===== src/sv/rmv_pkg.sv =====
// rmv_pkg: widths, constants, sequencer states and shared-unit structs
// for the running mean / variance block
// no dependencies
package rmv_pkg;

	localparam int SAMPLE_BITS = 16;
	localparam int MAX_COUNT   = 65535;

	localparam int IN_W   = 16;
	localparam int CNT_W  = 16;
	localparam int MEAN_W = 24;
	localparam int SQ_W   = 46;
	localparam int VAR_W  = 31;
	localparam int STD_W  = 16;
	localparam int PROD_W = 2 * MEAN_W;
	localparam int REM_W  = STD_W + 3;
	localparam int STEP_W = 6;

	localparam logic [SQ_W-1:0]   SQ_MAX  = '1;
	localparam logic [SQ_W-1:0]   VAR_CAP = SQ_W'(1) << 30;
	localparam logic [STEP_W-1:0] MDIV_LAST = STEP_W'(MEAN_W - 1);
	localparam logic [STEP_W-1:0] VDIV_LAST = STEP_W'(SQ_W - 1);
	localparam logic [STEP_W-1:0] SQRT_LAST = STEP_W'(STD_W - 1);

	typedef enum logic [2:0] {
		ST_IDLE,
		ST_MDIV,
		ST_MUL,
		ST_ACC,
		ST_VSET,
		ST_VDIV,
		ST_SQRT,
		ST_DONE
	} state_t;

	typedef struct packed {
		logic [REM_W-1:0] a;
		logic [REM_W-1:0] b;
	} cs_req_t;

	typedef struct packed {
		logic [REM_W-1:0] diff;
		logic             ge;
	} cs_rsp_t;

endpackage


===== src/sv/rmv_cmp_sub.sv =====
// rmv_cmp_sub: shared compare-subtract unit, one divide or root step
// depends on rmv_pkg
module rmv_cmp_sub import rmv_pkg::*; (
	input  cs_req_t req,
	output cs_rsp_t rsp
);

	logic [REM_W:0] sub;

	assign sub      = {1'b0, req.a} - {1'b0, req.b};
	assign rsp.diff = sub[REM_W-1:0];
	assign rsp.ge   = ~sub[REM_W];

endmodule


===== config.mk =====
export PLATFORM = sky130hd
export DESIGN_NAME = rmv_cmp_sub
export DESIGN_NICKNAME = d
export VERILOG_FILES = /design/src/sv/rmv_pkg.sv /design/src/sv/rmv_cmp_sub.sv
export SDC_FILE = /design/constraint.sdc
export NUM_CORES = 1
export LEC_CHECK = 0
export ABC_AREA = 1
export BUFFER_PORTS_ARGS = -buffer_cell sky130_fd_sc_hd__buf_4
export CORE_ASPECT_RATIO = 0.8
export CORE_MARGIN = 2
export CORE_UTILIZATION = 25
export DETAILED_ROUTE_END_ITERATION = 16
export GPL_ROUTABILITY_DRIVEN = 0
export GPL_TIMING_DRIVEN = 0
export SYNTH_ARGS = -nofsm -noshare
export SYNTH_HDL_FRONTEND = slang
export SYNTH_SLANG_ARGS = --single-unit

===== constraint.sdc =====
create_clock -name vclk -period 2.7
set_input_delay 0.54 -clock vclk [all_inputs]
set_output_delay 0.54 -clock vclk [all_outputs]
set_load 0.01 [all_outputs]

Word-level counts from Yosys, hierarchy flattened --
Index checks and enable logic that the tools add are counted.
Storage, ports and cells: register bits 0, bits in latches 0, RAM bits 0, bits in read-only memories 0, bits of input ports 38, output and inout bits 20, logic and storage cells 2, memories kept 0
Operators by class: $add $sub $neg 1, $mul 0, div/mod/pow operators 0, order comparisons 0, equal/unequal tests 0, shifts and indexed selects 0, mux-type cells 0, bitwise logic cells 1, reductions and logical operators 0
Operators by type and width (count):
- $sub 19x19->20 | 1
- $not 1->1 | 1

Longest topological paths before layout --
Gate-level depths: netlist of the first run.
depth in word-level cells 2, gate-level depth with buffers 12, gate-level depth less buffers 12

Least setup slack after synthesis of the first run --
No wires, ideal clock.
path kind input to output, start point in req[19] in the netlist's numbering, end point out rsp[17] in the netlist's numbering, arrival time 1793 ps, required time 2160 ps, slack 367 ps, cell stages on the path 12, path buffers 0, cells stage by stage inv_1 > ha_1 > fa_1 > inv_1 > nand3_1 > nand3_1 > nand2_1 > nand2_1 > nand2_1 > nand2_1 > nand2_1 > nand2_1
RTL lines:
- start: declaration | line rmv_cmp_sub.sv:4 | input cs_req_t req,
- end: declaration | line rmv_cmp_sub.sv:5 | output cs_rsp_t rsp

==> flow_metrics.tcl, run 1 <==
set metrics [dict create \
    nFillCells 526 \
    syn_avg_cell_area_um2 5.10 \
    switchingPower_uw 216 \
    post_drt_wl_per_cell_um 9.35 \
    grt_max_degree 8 \
    start_kind "primary input" \
    p_clk_frac 0 \
    p_total_uw 415 \
    finalSetupViolCount 0 \
    diodes 0 \
    nets 345 \
    track_usage 0.128 \
    grt_pass1_vias 1332 \
    synth_top_family_by_area "simple AND/OR/NAND/NOR gates" \
    fin_cells 345 \
    crit_chain "buf_4 -> ha_2 -> fa_2 -> inv_2 -> nand3_1 -> nand3_2 -> nand2_1 -> nand2_2 -> nand2_1 -> nand2_1 -> nand2_1 -> nand2_1 -> buf_4" \
    critPathBufInv 3 \
    hpwl_um 2990 \
    fin_crit_sh 0.937 \
    period_minus_slack_ns 2.53 \
    wl_um 3230 \
    yosysUniqueCellTypes 16 \
    synth_adder_area_share 0.223 \
    cp_max_fo 3 \
    fp.dieW_um 79.9 \
    routed_via_density 4.19 \
    synth_xor_area_frac 0.0683 \
    worstPathArrival_ns 1.99 \
    hold_path_class "in2out" \
    clock_buffers 0 \
    cts_hold_buf 0 \
    netlist_area_um2 1150 \
    drv_cap 0 \
    p_seq_frac 0 \
    drcViolationCount 0 \
    initial_core_util 0.256 \
    fmax_ghz 0.395 \
    drt-pass1-iter-count 4 \
    antenna_found_initial 0 \
    num_vias 1445 \
    cp_top_family "adder cells" \
    outcome "complete, no violations" \
    fin_setup_tns_ns 0 \
    final_util 0.373 \
    swShare 0.522 \
    portBuffers 58 \
    drv_slew 0 \
    worstHoldEndpoint "rsp[1]" \
    ys_warn_count 0 \
    slew_headroom 0.804 \
    whs_path_depth 4 \
    grt_overflow_total 0 \
    crit_top_cell "nand2_1" \
    critPathMaxStageDelay_ns 0.42 \
    powerDensity_nw_per_um2 246 \
    combPwrFrac 1.000 \
    ios 58 \
    rsz0062_at_grt "false" \
    drt_iter0_drc 41 \
    min_from "req[0]" \
    end_kind "output pin" \
    synth_compound_area_frac 0.106 \
    intPower_uw 198 \
    syn_to_final_growth_pct 46.0 \
    crit_slowest_cell "fa_2" \
    dp.cells 344 \
    fp.dieArea_um2 5180 \
    die_h_um 64.8 \
    core_area_um2 4510 \
    ir_drop_uv 65.6 \
    netlist_instances 226 \
    p_leak_nw 1.07 \
    synthSimpleGateAreaFrac 0.439 \
    drive_above_1_share 0.235 \
    seq_cells 0 \
    antenna_left 0 \
    row_count 22 \
    ys_seq_area_frac 0 \
    regArea_um2 0 \
    crit_type "in2out" \
    synth_nets 284 \
    required_ns 2.16 \
    synthMuxAreaShare 0 \
    grt_pass1_wl_um 5600 \
    worst_slew_pin_slew_ns 0.290 \
    finalHoldViolations 0 \
]
## how the worst max path moves through the flow
stage,start,end,slack [ns],cells after the start
2_1_floorplan,req[19],rsp[17],0.37,12
3_3_place_gp,req[0],rsp[17],0.03,13
3_5_place_dp,req[0],rsp[17],0.01,13
4_1_cts,req[0],rsp[17],0.01,13
5_1_grt,req[0],rsp[13],0.03,13
6_report,req[0],rsp[17],0.17,13
## synthesized netlist by cell type
cell | count | share of area
and2_1 | 2 | 0.011
xnor2_1 | 3 | 0.023
nor3_1 | 3 | 0.013
nand2_2 | 1 | 0.0054
nand4_1 | 1 | 0.0054
xor2_1 | 6 | 0.046
o21bai_1 | 1 | 0.0065
nand2_1 | 80 | 0.26
nand3_1 | 15 | 0.065
nor2_1 | 19 | 0.062
o21ai_0 | 5 | 0.022
a21oi_1 | 18 | 0.078
ha_1 | 19 | 0.21
inv_1 | 50 | 0.16
fa_1 | 1 | 0.017
nand3_2 | 2 | 0.017
## cells in the final DEF, fill, tap and decap left out, types with 3 or more instances in the layout
| cell type | netlist | routed |
|---|---|---|
| nand3_2 | 2 | 3 |
| nand3_1 | 15 | 14 |
| nor2_1 | 19 | 19 |
| xnor2_1 | 3 | 3 |
| xor2_1 | 6 | 6 |
| nand2_1 | 80 | 79 |
| inv_1 | 50 | 49 |
| ha_1 | 19 | 18 |
| buf_4 | 0 | 59 |
| o21ai_0 | 5 | 5 |
| nor3_1 | 3 | 3 |
| a21oi_1 | 18 | 18 |
## final cells by class
type | count | area, um2 | area share
well taps | 60 | 75.1 | 0.0446
repair buffers | 59 | 443 | 0.263
inverters | 50 | 188 | 0.111
multi-input cells | 176 | 978 | 0.581
## power groups by stage
stage               clock network, mW  registers [mW]  logic (mW)
global placement                    0               0       0.413
floorplan                           0               0       0.239
finish                              0               0       0.415
global route                        0               0       0.473
CTS                                 0               0       0.415
detailed placement                  0               0       0.414
## cells by family after synthesis
| family | Yosys count |
|---|---|
| and+or+nand+nor | 123 |
| buffers and inverters | 50 |
| AOI/OAI and AO/OA | 24 |
| adders and majority gates | 20 |
| xor gates and xnor gates | 9 |
## metal layers
metal | global-route usage | routed length, um | share of wire
met5 | 0 | 0 | 0
met4 | 0 | 0 | 0
met1 | 0.193 | 1670 | 0.52
met3 | 0.00557 | 78 | 0.024
met2 | 0.213 | 1480 | 0.46
## per-stage QoR
| stage | hold WS [ns] | worst slack, ns | area [um2] |
|---|---|---|---|
| global route | 1.50 | 0.0332 | 1680 |
| global placement | 1.43 | 0.0330 | 1660 |
| floorplan | 1.24 | 0.367 | 1150 |
| finish | 1.46 | 0.171 | 1680 |
| CTS | 1.44 | 0.0126 | 1660 |
| detailed placement | 1.44 | 0.0129 | 1660 |
## repair_timing
item | CTS | global route
setup endpoints to repair | 0 | 3
buffers inserted | 0 | 1
gates resized for setup | 0 | 5
No activity file was read; power rests on OpenSTA's default activity.
==> run 2, diff against run 1 <==
==> constraint.sdc (replaced) <==
create_clock -name vclk -period 2.7
set_input_delay 0.54 -clock vclk [all_inputs]
set_output_delay 0.54 -clock vclk [all_outputs]
set_load 0.1 [all_outputs]
==> run 2 against run 1 <==
Compared with the run above: critical path depth unchanged; power increased by 130%; sequential share of layout area did not move; hold slack improved by 0.099 ns; wire length up 4.7%; via count is 3.1% higher; die area stayed put; fmax down 2.7%; count of clock-buffer cells in the layout did not move; core utilization up 6.5 points; critical endpoint is now rsp[13]; largest cell class unchanged; largest power group unchanged; highest routed layer unchanged.
==> flow_metrics.tcl, run 2 (same netlist as run 1, synthesis figures left out) <==
set metrics [dict create \
    fmax_ghz 0.385 \
    hpwl_um 3030 \
    worstPathArrival_ns 2.06 \
    drv_cap 0 \
    ir_drop_uv 195 \
    row_count 22 \
    crit_type "in2out" \
    regArea_um2 0 \
    crit_slowest_cell "fa_2" \
    fin_crit_sh 0.962 \
    critPathMaxStageDelay_ns 0.37 \
    fp.dieW_um 79.9 \
    core_area_um2 4510 \
    drive_above_1_share 0.350 \
    fp.dieArea_um2 5180 \
    finalHoldViolations 0 \
    rsz0062_at_grt "true" \
    cp_max_fo 3 \
    seq_cells 0 \
    worst_slew_pin_slew_ns 0.283 \
    routed_via_density 4.31 \
    critPathBufInv 3 \
    initial_core_util 0.256 \
    post_drt_wl_per_cell_um 9.76 \
    drv_slew 0 \
    cp.depth 13 \
    track_usage 0.134 \
    whs_path_depth 4 \
    wl_um 3380 \
    final_util 0.438 \
    antenna_found_initial 0 \
    place_ws_ns -0.295 \
    grt_pass1_vias 1383 \
    cts_hold_buf 0 \
    powerDensity_nw_per_um2 476 \
    fin_setup_tns_ns 0 \
    multi_input_area_um2 1180 \
    ios 58 \
    num_vias 1490 \
    required_ns 2.16 \
    syn_to_final_growth_pct 71.6 \
    final_common_cell "nand2_1" \
    final_cell_mix "nand2_1 (69), buf_4 (51), inv_1 (49), nor2_1 (18), a21oi_1 (15)" \
    antenna_left 0 \
    die_h_um 64.8 \
    cp_top_family "simple AND/OR/NAND/NOR gates" \
    finalSetupViolCount 0 \
    clock_buffers 0 \
    grt_max_degree 8 \
    drt-pass1-iter-count 4 \
    end_kind "output pin" \
    drt_iter0_drc 50 \
    whs_ns 1.56 \
    hold_path_class "in2out" \
    nets 346 \
    crit_top_cell "nand2_2" \
    p_total_uw 942 \
    outcome "complete, no violations" \
    portBuffers 58 \
    diodes 0 \
    p_leak_nw 1.13 \
    grt_pass1_wl_um 5820 \
    drcViolationCount 0 \
    setup_ws_ns 0.102 \
    start_kind "primary input" \
    slew_headroom 0.813 \
    grt_overflow_total 0 \
    crit_chain "buf_4 -> ha_2 -> fa_2 -> inv_2 -> nand3_1 -> nand3_2 -> nand2_2 -> nand2_2 -> nand2_2 -> nand2_1 -> nand2_1 -> nand2_4 -> buf_12" \
    period_minus_slack_ns 2.60 \
    nFillCells 519 \
]
run 2: power breakdown:
group | leakage (nW) | internal, mW | total [mW] | switching [mW]
clock network | 0 | 0 | 0 | 0
registers | 0 | 0 | 0 | 0
logic | 1.13 | 0.285 | 0.942 | 0.658
run 2: final cells by class:
class,count,share of cell area
multi-input cells,176,0.597
repair buffers,60,0.271
inverters,50,0.0948
well taps,60,0.0379
run 2: stage by stage:
stage,cell area [um2],std cells
after floorplan,1270,226
after global placement,1790,344
after detailed placement,1790,344
after CTS,1850,346
after global routing,1980,346
final,1980,346
run 2: per-layer routing:
metal / up-vias / wire length (um) / global-route usage / share of wire
met3: 0 / 58 / 0 / 0.017
met5: - / 0 / 0 / 0
met2: 14 / 1530 / 0.222 / 0.45
met4: 0 / 0 / 0 / 0
met1: 662 / 1790 / 0.207 / 0.53
li1: 814 / - / - / -
run 2: what timing repair did:
action,in CTS,in global routing
pin swaps,1,3
setup buffers,2,0
resized for setup,16,33
endpoints found under the setup margin,11,10
run 2: worst paths after layout:
check | endpoint | start
setup / recovery | rsp[13] | req[0]
hold / removal | rsp[1] | req[0]
